## src/sv/otp_pkg.sv

```systemverilog
// Shared types, codes and helpers of the one-shot timer pool.
package otp_pkg;

  localparam int TIME_W      = 48;
  localparam int DUR_W       = 32;
  localparam int TAG_W       = 16;
  localparam int INC_W       = 32;
  localparam int QUEUE_DEPTH = 2;
  localparam int QPTR_W      = 1;
  localparam int QCNT_W      = 2;

  localparam logic [INC_W-1:0] TICK_INC_RESET = 32'd54688;

  typedef enum logic [1:0] {
    OP_TICK     = 2'd0,
    OP_INSERT   = 2'd1,
    OP_DELETE   = 2'd2,
    OP_FREE_ALL = 2'd3
  } op_t;

  typedef enum logic [1:0] {
    KIND_INS_OK   = 2'd0,
    KIND_INS_FAIL = 2'd1,
    KIND_EXPIRED  = 2'd2
  } kind_t;

  typedef enum logic [1:0] {
    BK_IDLE,
    BK_SCAN,
    BK_EMIT
  } bk_state_t;

  // Classified request as held in the queue
  typedef struct packed {
    op_t              op;
    logic [DUR_W-1:0] duration;
    logic [TAG_W-1:0] tag;
    logic [1:0]       sel;
  } work_t;

  // Head of the queue as seen by the back end
  typedef struct packed {
    logic  valid;
    work_t item;
  } q_head_t;

  // Add with saturation at the largest time value
  function automatic logic [TIME_W-1:0] sat_add(logic [TIME_W-1:0] a,
                                                 logic [DUR_W-1:0] b);
    logic [TIME_W:0] s;
    s = {1'b0, a} + {{(TIME_W - DUR_W + 1){1'b0}}, b};
    return s[TIME_W] ? {TIME_W{1'b1}} : s[TIME_W-1:0];
  endfunction

endpackage

```

## src/sv/otp_if.sv

```systemverilog
// Channel interfaces of the timer pool: requests, results, configuration.
interface otp_req_if;
  logic        valid;
  logic        ready;
  logic [1:0]  opcode;
  logic [31:0] duration;
  logic [15:0] timer_tag;
  logic [1:0]  slot_select;

  modport source (output valid, opcode, duration, timer_tag, slot_select, input ready);
  modport sink   (input valid, opcode, duration, timer_tag, slot_select, output ready);
endinterface

interface otp_rsp_if;
  logic        valid;
  logic        ready;
  logic [1:0]  kind;
  logic [1:0]  slot_number;
  logic [15:0] expired_tag;
  logic [47:0] time_now;
  logic        last;

  modport source (output valid, kind, slot_number, expired_tag, time_now, last,
                  input ready);
  modport sink   (input valid, kind, slot_number, expired_tag, time_now, last,
                  output ready);
endinterface

interface otp_cfg_if;
  logic        valid;
  logic        ready;
  logic [31:0] data;

  modport source (output valid, data, input ready);
  modport sink   (input valid, data, output ready);
endinterface

```

## src/sv/otp_front.sv

```systemverilog
// Front end: accepts requests, decodes the opcode and queues them.
module otp_front
  import otp_pkg::*;
(
  input  logic    clk,
  input  logic    rst,
  otp_req_if.sink req,
  output q_head_t head,
  input  logic    pop
);

  work_t              q [QUEUE_DEPTH];
  logic [QPTR_W-1:0]  wr_ptr;
  logic [QPTR_W-1:0]  rd_ptr;
  logic [QCNT_W-1:0]  count;
  work_t              in_item;
  logic               push;
  logic               do_pop;

  // Classify the incoming request
  always_comb begin
    case (req.opcode)
      OP_TICK:   in_item.op = OP_TICK;
      OP_INSERT: in_item.op = OP_INSERT;
      OP_DELETE: in_item.op = OP_DELETE;
      default:   in_item.op = OP_FREE_ALL;
    endcase
    in_item.duration = req.duration;
    in_item.tag      = req.timer_tag;
    in_item.sel      = req.slot_select;
  end

  assign req.ready = (count != QCNT_W'(QUEUE_DEPTH));
  assign push      = req.valid && req.ready;
  assign do_pop    = pop && (count != '0);

  assign head.valid = (count != '0);
  assign head.item  = q[rd_ptr];

  // Store the request at the tail
  always_ff @(posedge clk) begin
    if (push) begin
      q[wr_ptr] <= in_item;
    end
  end

  // Advance pointers and occupancy
  always_ff @(posedge clk) begin
    if (rst) begin
      wr_ptr <= '0;
      rd_ptr <= '0;
      count  <= '0;
    end else begin
      if (push) begin
        wr_ptr <= (wr_ptr == QPTR_W'(QUEUE_DEPTH - 1)) ? '0 : wr_ptr + 1'b1;
      end
      if (do_pop) begin
        rd_ptr <= (rd_ptr == QPTR_W'(QUEUE_DEPTH - 1)) ? '0 : rd_ptr + 1'b1;
      end
      if (push && !do_pop) begin
        count <= count + 1'b1;
      end else if (!push && do_pop) begin
        count <= count - 1'b1;
      end
    end
  end

endmodule

```

## src/sv/otp_back.sv

```systemverilog
// Back end: slot state, time counter, expiry scan and result register.
module otp_back
  import otp_pkg::*;
#(
  parameter int SLOT_COUNT = 3
) (
  input  logic      clk,
  input  logic      rst,
  input  q_head_t   head,
  output logic      pop,
  otp_cfg_if.sink   cfg,
  otp_rsp_if.source rsp
);

  localparam int SLOT_W = (SLOT_COUNT > 1) ? $clog2(SLOT_COUNT) : 1;

  bk_state_t             state, state_next;
  logic [INC_W-1:0]      tick_inc;
  logic [TIME_W-1:0]     cur_time, cur_time_next;
  logic [SLOT_COUNT-1:0] busy, busy_next;
  logic [SLOT_COUNT-1:0] pending, pending_next;
  logic [TIME_W-1:0]     expiry [SLOT_COUNT];
  logic [TAG_W-1:0]      slot_tag [SLOT_COUNT];

  logic [SLOT_COUNT-1:0] due;
  logic                  free_found;
  logic [SLOT_W-1:0]     free_idx;
  logic [SLOT_W-1:0]     pick_idx;
  logic [SLOT_COUNT-1:0] pick_hot;
  logic [TAG_W-1:0]      pick_tag;
  logic                  found;
  logic                  ins_we;
  logic [TIME_W-1:0]     ins_expiry;

  logic                  out_valid, out_valid_next;
  logic                  out_load;
  kind_t                 out_kind;
  logic [SLOT_W-1:0]     out_idx;
  logic [TAG_W-1:0]      out_tag;
  logic                  out_last;
  logic                  out_free;

  kind_t                 r_kind;
  logic [SLOT_W+1:0]     r_idx_ext;
  logic [TAG_W-1:0]      r_tag;
  logic                  r_last;

  assign cfg.ready = 1'b1;

  // Compare every busy slot against the counter
  always_comb begin
    for (int i = 0; i < SLOT_COUNT; i++) begin
      due[i] = busy[i] && (cur_time >= expiry[i]);
    end
  end

  // Lowest free slot
  always_comb begin
    free_found = 1'b0;
    free_idx   = '0;
    for (int i = 0; i < SLOT_COUNT; i++) begin
      if (!free_found && !busy[i]) begin
        free_found = 1'b1;
        free_idx   = SLOT_W'(i);
      end
    end
  end

  // Lowest-numbered pending slot and its tag
  always_comb begin
    found    = 1'b0;
    pick_idx = '0;
    pick_hot = '0;
    pick_tag = '0;
    for (int i = 0; i < SLOT_COUNT; i++) begin
      if (!found && pending[i]) begin
        found       = 1'b1;
        pick_idx    = SLOT_W'(i);
        pick_hot[i] = 1'b1;
        pick_tag    = slot_tag[i];
      end
    end
  end

  assign ins_expiry = sat_add(cur_time, head.item.duration);
  assign out_free   = !out_valid || rsp.ready;

  // Sequence requests and build results
  always_comb begin
    state_next     = state;
    cur_time_next  = cur_time;
    busy_next      = busy;
    pending_next   = pending;
    pop            = 1'b0;
    ins_we         = 1'b0;
    out_load       = 1'b0;
    out_kind       = KIND_INS_OK;
    out_idx        = '0;
    out_tag        = '0;
    out_last       = 1'b1;
    out_valid_next = out_valid && !rsp.ready;

    case (state)
      BK_IDLE: begin
        if (head.valid) begin
          case (head.item.op)
            OP_TICK: begin
              pop           = 1'b1;
              cur_time_next = sat_add(cur_time, tick_inc);
              state_next    = BK_SCAN;
            end
            OP_INSERT: begin
              if (out_free) begin
                pop      = 1'b1;
                out_load = 1'b1;
                if (free_found) begin
                  ins_we   = 1'b1;
                  out_kind = KIND_INS_OK;
                  out_idx  = free_idx;
                  for (int i = 0; i < SLOT_COUNT; i++) begin
                    if (free_idx == SLOT_W'(i)) begin
                      busy_next[i] = 1'b1;
                    end
                  end
                end else begin
                  out_kind = KIND_INS_FAIL;
                end
              end
            end
            OP_DELETE: begin
              pop = 1'b1;
              for (int i = 0; i < SLOT_COUNT; i++) begin
                if (32'(head.item.sel) == i) begin
                  busy_next[i] = 1'b0;
                end
              end
            end
            default: begin
              pop       = 1'b1;
              busy_next = '0;
            end
          endcase
        end
      end
      BK_SCAN: begin
        pending_next = due;
        state_next   = (|due) ? BK_EMIT : BK_IDLE;
      end
      BK_EMIT: begin
        if (out_free) begin
          out_load     = 1'b1;
          out_kind     = KIND_EXPIRED;
          out_idx      = pick_idx;
          out_tag      = pick_tag;
          pending_next = pending & ~pick_hot;
          busy_next    = busy & ~pick_hot;
          out_last     = (pending_next == '0);
          if (out_last) begin
            state_next = BK_IDLE;
          end
        end
      end
      default: begin
        state_next = BK_IDLE;
      end
    endcase

    if (out_load) begin
      out_valid_next = 1'b1;
    end
  end

  // Control state
  always_ff @(posedge clk) begin
    if (rst) begin
      state     <= BK_IDLE;
      tick_inc  <= TICK_INC_RESET;
      cur_time  <= '0;
      busy      <= '0;
      pending   <= '0;
      out_valid <= 1'b0;
    end else begin
      state     <= state_next;
      cur_time  <= cur_time_next;
      busy      <= busy_next;
      pending   <= pending_next;
      out_valid <= out_valid_next;
      if (cfg.valid) begin
        tick_inc <= cfg.data;
      end
    end
  end

  // Arm the claimed slot
  always_ff @(posedge clk) begin
    for (int i = 0; i < SLOT_COUNT; i++) begin
      if (ins_we && (free_idx == SLOT_W'(i))) begin
        expiry[i]   <= ins_expiry;
        slot_tag[i] <= head.item.tag;
      end
    end
  end

  // Result register
  always_ff @(posedge clk) begin
    if (out_load) begin
      r_kind     <= out_kind;
      r_idx_ext  <= {2'b00, out_idx};
      r_tag      <= out_tag;
      r_last     <= out_last;
      rsp.time_now <= cur_time;
    end
  end

  assign rsp.valid       = out_valid;
  assign rsp.kind        = r_kind;
  assign rsp.slot_number = r_idx_ext[1:0];
  assign rsp.expired_tag = r_tag;
  assign rsp.last        = r_last;

endmodule

```

## src/sv/one_shot_timer_pool.sv

```systemverilog
// Top level of the one-shot timer pool: request queue, executor and checks.
//
// Requests enter a two-entry queue and are carried out one at a time. Insert,
// delete and free all are handled in the executor's idle state; a tick runs
// a saturating counter add, then a parallel compare of all slots, then one
// expiry per due slot, each expiry being sent from the single result
// register as soon as it is free. The request side keeps accepting while the
// queue has room, so a stalled result side only blocks once two requests wait.
// The increment register may be written only while the block is idle.
module one_shot_timer_pool
  import otp_pkg::*;
#(
  parameter int SLOT_COUNT = 3
) (
  input  logic      clk,
  input  logic      rst,
  otp_req_if.sink   req,
  otp_rsp_if.source rsp,
  otp_cfg_if.sink   cfg
);

  q_head_t head;
  logic    pop;

  otp_front u_front (
    .clk  (clk),
    .rst  (rst),
    .req  (req),
    .head (head),
    .pop  (pop)
  );

  otp_back #(
    .SLOT_COUNT (SLOT_COUNT)
  ) u_back (
    .clk  (clk),
    .rst  (rst),
    .head (head),
    .pop  (pop),
    .cfg  (cfg),
    .rsp  (rsp)
  );

  // Executor never drains an empty queue
  a_pop_nonempty: assert property (@(posedge clk) disable iff (rst)
    pop |-> head.valid)
    else $error("pop from empty request queue");

  // A full queue always presents a head request
  a_full_has_head: assert property (@(posedge clk) disable iff (rst)
    !req.ready |-> head.valid)
    else $error("queue full but head not valid");

  // Insert results are single and final
  a_insert_last: assert property (@(posedge clk) disable iff (rst)
    (rsp.valid && rsp.kind != KIND_EXPIRED) |-> rsp.last)
    else $error("insert result without last");

  // Failed insert carries zero slot and tag
  a_fail_zero: assert property (@(posedge clk) disable iff (rst)
    (rsp.valid && rsp.kind == KIND_INS_FAIL) |->
      (rsp.slot_number == 2'd0 && rsp.expired_tag == 16'd0))
    else $error("failed insert with nonzero fields");

endmodule
```

## src/flat_wrapper.sv

```systemverilog
// flat-port wrapper written by rule: the top's interface ports become plain ports
module one_shot_timer_pool_flat import otp_pkg::*;
#(
  parameter int SLOT_COUNT = 3
)
  (clk, rst, req_valid, req_opcode, req_duration, req_timer_tag, req_slot_select, req_ready, rsp_valid, rsp_kind, rsp_slot_number, rsp_expired_tag, rsp_time_now, rsp_last, rsp_ready, cfg_valid, cfg_data, cfg_ready);
  otp_req_if req_i ();
  otp_rsp_if rsp_i ();
  otp_cfg_if cfg_i ();
  input  logic clk;
  input  logic rst;
  input wire logic [$bits(req_i.valid)-1:0] req_valid;
  input wire logic [$bits(req_i.opcode)-1:0] req_opcode;
  input wire logic [$bits(req_i.duration)-1:0] req_duration;
  input wire logic [$bits(req_i.timer_tag)-1:0] req_timer_tag;
  input wire logic [$bits(req_i.slot_select)-1:0] req_slot_select;
  output wire logic [$bits(req_i.ready)-1:0] req_ready;
  output wire logic [$bits(rsp_i.valid)-1:0] rsp_valid;
  output wire logic [$bits(rsp_i.kind)-1:0] rsp_kind;
  output wire logic [$bits(rsp_i.slot_number)-1:0] rsp_slot_number;
  output wire logic [$bits(rsp_i.expired_tag)-1:0] rsp_expired_tag;
  output wire logic [$bits(rsp_i.time_now)-1:0] rsp_time_now;
  output wire logic [$bits(rsp_i.last)-1:0] rsp_last;
  input wire logic [$bits(rsp_i.ready)-1:0] rsp_ready;
  input wire logic [$bits(cfg_i.valid)-1:0] cfg_valid;
  input wire logic [$bits(cfg_i.data)-1:0] cfg_data;
  output wire logic [$bits(cfg_i.ready)-1:0] cfg_ready;
  assign req_i.valid = req_valid;
  assign req_i.opcode = req_opcode;
  assign req_i.duration = req_duration;
  assign req_i.timer_tag = req_timer_tag;
  assign req_i.slot_select = req_slot_select;
  assign req_ready = req_i.ready;
  assign rsp_valid = rsp_i.valid;
  assign rsp_kind = rsp_i.kind;
  assign rsp_slot_number = rsp_i.slot_number;
  assign rsp_expired_tag = rsp_i.expired_tag;
  assign rsp_time_now = rsp_i.time_now;
  assign rsp_last = rsp_i.last;
  assign rsp_i.ready = rsp_ready;
  assign cfg_i.valid = cfg_valid;
  assign cfg_i.data = cfg_data;
  assign cfg_ready = cfg_i.ready;
  one_shot_timer_pool #(.SLOT_COUNT(SLOT_COUNT)) u_core (.clk(clk), .rst(rst), .req(req_i), .rsp(rsp_i), .cfg(cfg_i));
endmodule
```

## config.mk

```make
export PLATFORM = sky130hd
export DESIGN_NAME = one_shot_timer_pool_flat
export DESIGN_NICKNAME = d
export VERILOG_FILES = /design/src/sv/otp_pkg.sv /design/src/sv/otp_if.sv /design/src/sv/otp_front.sv /design/src/sv/otp_back.sv /design/src/sv/one_shot_timer_pool.sv /design/src/flat_wrapper.sv
export SDC_FILE = /design/constraint.sdc
export NUM_CORES = 1
export LEC_CHECK = 0
export BUFFER_PORTS_ARGS = -buffer_cell sky130_fd_sc_hd__buf_2
export CAP_MARGIN = 20
export CORE_ASPECT_RATIO = 1.75
export CORE_MARGIN = 10
export CORE_UTILIZATION = 35
export CTS_BUF_LIST = sky130_fd_sc_hd__clkbuf_16
export DETAILED_ROUTE_END_ITERATION = 8
export GPL_TIMING_DRIVEN = 0
export HOLD_SLACK_MARGIN = 0.15
export MAX_ROUTING_LAYER = met4
export PLACE_DENSITY = 0.59
export SYNTH_ARGS = -nofsm -noshare
export SYNTH_HDL_FRONTEND = slang
export SYNTH_SLANG_ARGS = --single-unit
```

## constraint.sdc

```tcl
create_clock -name clk -period 10.1 [get_ports clk]
set_input_delay 0.505 -clock clk [delete_from_list [all_inputs] [get_ports clk]]
set_output_delay 0.505 -clock clk [all_outputs]
set_load 0.005 [all_outputs]
```

==> impl_metrics.ini, run 1 <==
[pwr]
ir_drop_v = 0.000127
total_power_mw = 6.10
clkPwrFrac = 0.278
intPower_mw = 4.06
leakagePower_nw = 11.6
power_frac_seq = 0.429
p_sw_mw = 2.04
switching_share = 0.334
cellPowerDensity_nw_per_um2 = 223
power_frac_comb = 0.293

[detailed_routing]
drt_iter0_markers = 827
drc = 0
drtAntennaViolNets = 0
drtPass1Iterations = 5
via_per_inst = 5.15
routed_wl_mm = 64.6
routedWlPerCell_um = 20.6
num_vias = 16165

[yosys]
synth_nets = 2238
syn_avg_cell_area_um2 = 11.9
synth_flop_cell = edfxtp_1
async_flop_share = 0
synth_cells = 1938
syn_area_um2 = 23100
seq_area_frac_synth = 0.555
synth-edff-count = 365
synth_cell_type_count = 76
yosysWarnings = 0
synth_seq_cells = 459

[cts]
insertion_delay_ns = 0.59
cts_resized = 0
cts_tree = built
clkTransAtPathRegs_ns = 0.07
cts_sinks = 459
cts-root-buf = clkbuf_16
cts_buffer_depth = 3
cts_buffers = 45
htreeDepth = 2

[final_layout]
utilization = 0.419
area_growth_pct = 18.6
final_common_cell = edfxtp_1
nets = 2521
final_layout_size_suffix_gt1_frac = 0.158
instances_no_fill = 3138
fill_cells = 6280
fin_area_um2 = 27400
layout_common_cells = 365 x edfxtp_1, 209 x ha_1, 184 x inv_1, 166 x buf_2, 142 x nor2_1

[die]
coreArea_um2 = 65500
dieArea_um2 = 77200
pin_count = 161
rows = 124
die_w_um = 214
chipHeight_um = 360
start_util = 0.353

[sta]
tightestPinTransition_ns = 1.15
setup_ws_ns = 4.13
final_hold_viol_count = 0
rsz0062_at_grt = no
setup_viol = 0
worst_hold_slack_ns = 0.174
maxSlewHeadroom = 0.234
finClkSkew_ns = 0.0254
fin_setup_tns_ns = 0
fmax_ghz = 0.168
slew_viol_final = 0
period_needed_ns = 5.97
period_share = 0.591

[setup_path]
crit_arrival_ns = 6.25
slowest_stage = clkbuf_1
worst-path-max-fanout = 10
end_kind = flop
crit_type = reg2reg
path_cells = clkbuf_1 -> clkbuf_1 -> mux2_2 -> ha_1 -> fa_1 -> a21o_1 -> and4_1 -> o21ai_1 -> a31oi_1 -> o21ai_1 -> a31oi_1 -> a21o_1 -> a21oi_1 -> buf_2 -> buf_2 -> nand3_1
cp.required_ns = 10.38
worst_path_largest_cell_delay_ns = 0.61
cp-start-kind = flop

[worst_hold_path]
worstHoldPathType = in2reg

[global_route]
grt_pass1_vias = 16958
grt_pass1_wl_mm = 98.1
grt_use_total = 0.168
antenna_found_initial = 1
grt_max_degree = 52
overflow = 0

[place]
io_buffers = 156
dp_hpwl_mm = 50.6
dp_cells = 2991
pre_cts_ws_ns = 4.09
placed_area_um2 = 25300
gp_congestion = 0.900

[run]
max_cap_violations = 0

[status]
status = complete, no violations
-- worst max-delay path: cells and delay by family, from the launching register on --
family          cells  cell delay (ns)
simple gates        2             0.43
compound gates      7             1.70
fa+ha+maj           2             0.63
mux                 1             0.42
buf+inv             4             2.03
flops               1             0.42
-- final timing paths --
kind | start | end | slack [ns] | cells past startpoint
worst max-delay path | flop | u_core.u_back.expiry[0][137] | 4.13 | 16
worst min register to register | u_core.u_back.tick_inc[30] | u_core.u_back.tick_inc[30] | 0.51 | 2
worst max register to register | flop | u_core.u_back.expiry[0][137] | 4.13 | 16
worst min-delay path | cfg_data[22] | u_core.u_back.tick_inc[22] | 0.17 | 3
-- power groups by stage --
| stage | registers [mW] | clock network (mW) | logic [mW] |
|---|---|---|---|
| finish | 2.62 | 1.70 | 1.79 |
| global route | 2.63 | 1.81 | 1.99 |
| CTS | 2.62 | 1.74 | 1.80 |
| detailed placement | 2.66 | 0 | 1.77 |
| global placement | 2.69 | 0 | 1.68 |
| floorplan | 2.58 | 0 | 1.22 |
-- area by class of cell --
type                    instances  area, µm²  area share
plain buffers                  63        279      0.0102
flip-flops and latches        459      12800       0.468
inverters                     174        653      0.0238
repair buffers                236       1700      0.0618
well taps                     882       1100      0.0402
multi-input cells            1242       9390       0.342
clock buffers                  47       1180      0.0429
diodes                          1       2.50   0.0000912
clock inverters                34        295      0.0108
-- what timing repair did --
item / CTS / global route
endpoints found under the hold margin: 117 / 0
setup buffers: 0 / 0
hold buffers: 65 / 0
-- sequential cells by signal, summed over array words and instances, names as in the netlist, named ones only --
name and count:
u_core.u_front.q 104, u_core.u_back.tick_inc 32, u_core.u_back.busy 3, u_core.u_back.rsp.valid 1, u_core.u_back.expiry 144, u_core.u_back.rsp.expired_tag 16, u_core.u_back.rsp.last 1, u_core.u_back.state 2
u_core.u_back.r_idx_ext 2, u_core.u_back.slot_tag 48, u_core.u_back.cur_time 48, u_core.u_front.count 2, u_core.u_back.rsp.kind 2, u_core.u_back.rsp.time_now 48, u_core.u_front.wr_ptr 1, u_core.u_back.pending 3
u_core.u_front.rd_ptr 1
-- cells in the mapped netlist, drive strengths merged (8+ instances only) --
| cell type | n | share of area |
|---|---|---|
| o21a | 9 | 0.0029 |
| mux2i | 27 | 0.012 |
| nand3 | 28 | 0.0063 |
| and4 | 8 | 0.0030 |
| a21oi | 130 | 0.028 |
| nand4 | 37 | 0.010 |
| a221o | 20 | 0.0087 |
| buf | 23 | 0.0056 |
| xor2 | 29 | 0.011 |
| nand2 | 93 | 0.015 |
| and2 | 8 | 0.0022 |
| edfxtp | 365 | 0.47 |
| nor2 | 146 | 0.024 |
| mux2 | 52 | 0.025 |
| a211o | 8 | 0.0030 |
| ha | 209 | 0.11 |
| dfxtp | 94 | 0.081 |
| xnor2 | 36 | 0.014 |
| a31oi | 16 | 0.0043 |
| clkbuf | 40 | 0.0065 |
| a21o | 100 | 0.032 |
| inv | 174 | 0.028 |
| nor2b | 21 | 0.0057 |
| o21ai | 89 | 0.019 |
| nand2b | 19 | 0.0051 |
| nor3 | 17 | 0.0039 |
| a211oi | 44 | 0.021 |
| and3 | 14 | 0.0038 |
-- kinds of logic (layout without fill, tap and decap cells) --
kind of cell,count (synthesis),after routing,share of synthesized area
and+or+nand+nor,408,408,0.0842
other,1,2,0.000162
AOI/OAI and AO/OA,477,477,0.143
muxes,79,79,0.0370
xor gates and xnor gates,65,65,0.0246
buffers and inverters,237,554,0.0403
DFF,459,459,0.555
adders and majority gates,212,212,0.115
-- per-layer routing --
metal,vias up,share of wire,track usage
li1,7787,-,-
met1,7851,0.36,0.162
met2,365,0.54,0.315
met3,162,0.031,0.0207
met4,0,0.064,0.101
met5,-,0,-
No activity file was read; power rests on OpenSTA's default activity.
==> inputs of run 2 (changes only) <==
- ABC_AREA: unset -> 1
- clock period: 10.1 -> 5.6 ns (I/O delays scaled with it)
==> impl_metrics.ini, run 2 <==
[cts]
cts_buffer_depth = 3
cts_tree = built
cts_sinks = 459
cts_buffers = 44
cts-root-buf = clkbuf_16
cts_setup_buffers = 0
cts_resized = 0
htreeDepth = 2
cts_hold_buf = 87
insertion_delay_ns = 0.57
clkTransAtPathRegs_ns = 0.06

[final_layout]
largest_register = u_core.u_back.expiry
largest_register_ffs = 144
area_growth_pct = 17.8
layout_common_cells = 638 x nand2_1, 365 x edfxtp_1, 361 x inv_1, 294 x nor2_1, 209 x ha_1
instances_no_fill = 3987
fill_cells = 6924
fin_area_um2 = 29200
utilization = 0.415
nets = 3334
final_layout_size_suffix_gt1_frac = 0.106
final_common_cell = nand2_1
reg.largest.list = u_core.u_back.expiry (144), u_core.u_front.q (104)

[yosys]
ys_top_cells_by_count = 639 x nand2_1, 365 x edfxtp_1, 349 x inv_1, 299 x nor2_1, 209 x ha_1
synth_area_leaders = edfxtp_1 44%, ha_1 11%, nand2_1 9.7%, dfxtp_1 7.6%, inv_1 5.3%
synth_top_area_cell = edfxtp_1
synth-edff-count = 365
async_flop_share = 0
synth_nets = 3035
synth_cell_type_count = 54
yosysWarnings = 0
synth_most_common_cell = nand2_1
seq_area_frac_synth = 0.517
syn_avg_cell_area_um2 = 9.08
synth_flop_cell = edfxtp_1
synth_seq_cells = 459
synth_cells = 2735
syn_area_um2 = 24800
synth_top_area_share = 0.441

[pwr]
cellPowerDensity_nw_per_um2 = 420
ir_drop_v = 0.000403
total_power_mw = 12.3
leakagePower_nw = 12.7

[worst_hold_path]
holdPathEnd = u_core.u_back.tick_inc[1]
holdPathStages = 3
hold_start = cfg_data[1]
worstHoldPathType = in2reg

[sta]
final_hold_viol_count = 0
maxSlewHeadroom = 0.243
period_needed_ns = 4.41
setup_ws_ns = 1.19
slew_viol_final = 0
fmax_ghz = 0.227
rsz0062_at_grt = no
finClkSkew_ns = 0.0175
worst_hold_slack_ns = 0.154
setup_viol = 0
tightestPinTransition_ns = 1.14
fin_setup_tns_ns = 0
period_share = 0.787

[setup_path]
worst-path-max-fanout = 10
ff2ff_setup_slack_ns = 1.19
rr_worst_depth = 16
reg2reg_to = u_core.u_back.expiry[0][30]
cp-start-kind = flop
crit_arrival_ns = 4.58
crit_type = reg2reg
end_kind = flop
cp.required_ns = 5.77

[detailed_routing]
drt_iter0_markers = 995
drtPass1Iterations = 5
via_per_inst = 4.96
drtAntennaViolNets = 0
num_vias = 19787
drc = 0
routedWlPerCell_um = 19.9
routed_wl_mm = 79.3

[place]
io_buffers = 157
pre_cts_ws_ns = 1.20
gp_congestion = 0.999
dp_hpwl_mm = 63.2
dp_cells = 3818
placed_area_um2 = 27000

[global_route]
antenna_found_initial = 2
grt_pass1_vias = 20085
overflow = 0
grt_pass1_wl_mm = 118
grt_max_degree = 39
grt_use_total = 0.194

[status]
status = complete, no violations

[die]
rows = 129
start_util = 0.352
coreArea_um2 = 70500
chipHeight_um = 372
die_w_um = 221
pin_count = 161
dieArea_um2 = 82400

[run]
max_cap_violations = 0
[run 2: cell count changes after synthesis, sizes merged, moves of 23 or more]
cell	previous run	this run
nand2	93	647
inv	174	356
nor2	146	301
nand3	28	124
a21o	100	11
a21oi	130	208
o21ai	89	161
mux2	52	0
a211oi	44	1
mux2i	27	0
or2	1	24
[run 2: cells by family after synthesis]
family	count (synthesis)	synth area share
other	1	0.000151
DFF	459	0.517
xor gates and xnor gates	46	0.0162
adders and majority gates	211	0.107
and+or+nand+nor	1163	0.194
buffers and inverters	405	0.0640
AOI/OAI and AO/OA	450	0.102
[run 2: worst max-delay path by stage]
| stage | start | endpoint | slack (ns) | cells past startpoint |
|---|---|---|---|---|
| after floorplan | flop | u_core.u_back.expiry[0][0] | 1.32 | 8 |
| after global placement | flop | u_core.u_back.expiry[0][94] | -1.02 | 8 |
| after detailed placement | flop | u_core.u_back.expiry[0][126] | 1.20 | 16 |
| after CTS | flop | u_core.u_back.expiry[0][30] | 1.21 | 16 |
| after global routing | flop | u_core.u_back.expiry[0][30] | 0.98 | 16 |
| final | flop | u_core.u_back.expiry[0][30] | 1.19 | 16 |
[run 2: critical path, cell delays in order, from the launching register on]
cell	delay [ns]
dfxtp_1	0.30
buf_4	0.16
inv_2	0.12
clkbuf_1	0.56
buf_1	0.42
nand2_1	0.09
nand2_1	0.13
ha_1	0.29
a21oi_1	0.28
o21ai_0	0.18
a21oi_1	0.20
o21ai_0	0.13
nand2_1	0.09
nand2_2	0.10
inv_2	0.16
buf_2	0.37
nand3b_1	0.42
[run 2: metal layers]
metal | GRT usage | up-vias | part of all wire
met1 | 0.187 | 9266 | 0.37
met3 | 0.0252 | 167 | 0.040
met4 | 0.0968 | 0 | 0.052
li1 | - | 9831 | -
met5 | - | - | 0
met2 | 0.371 | 523 | 0.54
[run 2: area by class of cell]
cell class / count / area, µm² / area share
clock buffers: 45 / 1130 / 0.0385
plain buffers: 48 / 248 / 0.00847
repair buffers: 253 / 1840 / 0.0631
diodes: 2 / 5.00 / 0.000171
flip-flops and latches: 459 / 12800 / 0.439
well taps: 917 / 1150 / 0.0392
clock inverters: 35 / 240 / 0.00822
inverters: 357 / 1340 / 0.0459
multi-input cells: 1871 / 10400 / 0.357
[run 2: where the power goes]
group	internal (mW)	switching, mW	leakage [nW]
clock	1.57	1.33	0.714
combinational	1.38	3.03	7.83
sequential	4.52	0.450	4.13
total	7.47	4.81	12.7
==> inputs of run 3 (changes only) <==
- PLACE_DENSITY: 0.59 -> 0.61
- clock period: 5.6 -> 3.9 ns (I/O delays scaled with it)
==> impl_metrics.ini, run 3 (synthesis gave the netlist of run 2 again) <==
[final_layout]
fin_area_um2 = 29400
largest_register = u_core.u_back.expiry
fill_cells = 6912
area_growth_pct = 18.4
reg.largest.list = u_core.u_back.expiry (144), u_core.u_front.q (104)
layout_common_cells = 638 x nand2_1, 365 x edfxtp_1, 354 x inv_1, 294 x nor2_1, 209 x ha_1
nets = 3338
multi_input_area_um2 = 10500
num_antenna_cells = 0
final_layout_size_suffix_gt1_frac = 0.111
largest_register_ffs = 144
regArea_um2 = 12800
final_common_cell = nand2_1
instances_no_fill = 3991

[setup_path]
cp-start-kind = flop
path_cells = buf_4 -> inv_2 -> clkbuf_2 -> buf_2 -> nand2_1 -> nand2_1 -> ha_1 -> a21oi_1 -> o21ai_0 -> a21oi_1 -> o21ai_0 -> nand2_1 -> nand2_2 -> inv_2 -> buf_4 -> nand3_1
ff2ff_setup_slack_ns = 0.15
worst-path-max-fanout = 10
reg2reg_to = u_core.u_back.expiry[0][38]
end_kind = flop
slowest_stage = clkbuf_2
crit_type = reg2reg
cp.required_ns = 4.13
endpoint = u_core.u_back.expiry[0][38]
cpMostUsedCell = nand2_1
worst_path_largest_cell_delay_ns = 0.31
crit_arrival_ns = 3.98
rr_worst_depth = 16

[die]
chipHeight_um = 372
coreArea_um2 = 70500
pin_count = 161
rows = 129
start_util = 0.352
dieArea_um2 = 82400
die_w_um = 221

[pwr]
ir_drop_v = 0.000527
intPower_mw = 11.0
p_sw_mw = 6.96
clkPwrFrac = 0.247
power_frac_seq = 0.399
cellPowerDensity_nw_per_um2 = 610
power_frac_comb = 0.354
switching_share = 0.388
leakagePower_nw = 12.8

[cts]
insertion_delay_ns = 0.59
cts_buffers = 44
cts_sinks = 459
clkTransAtPathRegs_ns = 0.07
cts_tree = built
cts-root-buf = clkbuf_16
cts_buffer_depth = 3
htreeDepth = 2

[global_route]
overflow = 0
grt_max_degree = 56
grt_use_total = 0.198
grt_pass1_vias = 20117
grt_pass1_wl_mm = 120
antenna_found_initial = 0

[place]
gp_congestion = 0.995
io_buffers = 157
dp_hpwl_mm = 63.7
pre_cts_ws_ns = -0.493
dp_cells = 3818
placed_area_um2 = 27000

[sta]
fmax_ghz = 0.267
setup_viol = 0
period_needed_ns = 3.75
setup_ws_ns = 0.149
period_share = 0.962
finClkSkew_ns = 0.0283
tightestPinTransition_ns = 1.10
slew_viol_final = 0
rsz0062_at_grt = no
maxSlewHeadroom = 0.265
final_hold_viol_count = 0
fin_setup_tns_ns = 0

[worst_hold_path]
worstHoldPathType = in2reg

[detailed_routing]
drt_iter0_markers = 967
via_per_inst = 4.93
routedWlPerCell_um = 20.3
num_vias = 19695
drc = 0
drtPass1Iterations = 5
routed_wl_mm = 81.0
drtAntennaViolNets = 0

[status]
status = complete, no violations

[run]
max_cap_violations = 0
## run 3: metal layers
layer,wire (µm),global-route usage
met1,30500,0.198
met2,43500,0.374
met3,2700,0.0192
met4,4290,0.104
met5,0,-
## run 3: worst min-delay path by stage
| stage | start | endpoint | slack (ns) | depth (start not counted) |
|---|---|---|---|---|
| 2_1_floorplan | req_slot_select[0] | u_core.u_front.q[0][0] | 0.29 | 0 |
| 3_3_place_gp | req_timer_tag[3] | u_core.u_front.q[0][5] | 0.38 | 1 |
| 3_5_place_dp | req_timer_tag[1] | u_core.u_front.q[0][3] | 0.39 | 1 |
| 4_1_cts | cfg_valid | u_core.u_back.tick_inc[28] | 0.26 | 4 |
| 5_1_grt | cfg_valid | u_core.u_back.tick_inc[29] | 0.32 | 4 |
| 6_report | cfg_valid | u_core.u_back.tick_inc[28] | 0.28 | 4 |
## run 3: repair_timing
action	4_1_cts	5_1_grt
endpoints found under the setup margin	99	46
resized for setup	9	9
hold endpoints to repair	139	0
buffers inserted	0	1
pin swaps	0	1
hold buffers	90	0
## run 3: through the flow
step / total power [mW] / util / hold WS (ns)
floorplan: 11.0 / - / 0.294
global placement: 13.4 / 0.379 / 0.383
detailed placement: 13.5 / 0.383 / 0.386
CTS: 18.0 / 0.417 / 0.262
global route: 18.9 / 0.417 / 0.315
finish: 17.9 / 0.417 / 0.277
## run 3: cell type report
cell class              count  share of cell area
flip-flops and latches    459               0.437
multi-input cells        1871               0.356
repair buffers            257              0.0640
inverters                 357              0.0457
well taps                 917              0.0390
clock buffers              45              0.0383
clock inverters            37              0.0116
plain buffers              48             0.00894
## run 3: power groups by stage
stage | logic (mW) | clock network [mW] | registers, mW
2_1_floorplan | 4.05 | 0 | 6.94
3_3_place_gp | 6.07 | 0 | 7.34
3_5_place_dp | 6.24 | 0 | 7.26
4_1_cts | 6.36 | 4.53 | 7.16
5_1_grt | 7.06 | 4.68 | 7.20
6_report | 6.35 | 4.43 | 7.14
## run 3: critical path: cells and delay by family, from the launching register on
kind	cells	cell delay, ns
AND/OR/NAND/NOR	5	0.63
buffers and inverters	6	1.36
flip-flops	1	0.30
AO/OA/AOI/OAI	4	0.82
adder cells (fa/ha/maj)	1	0.28
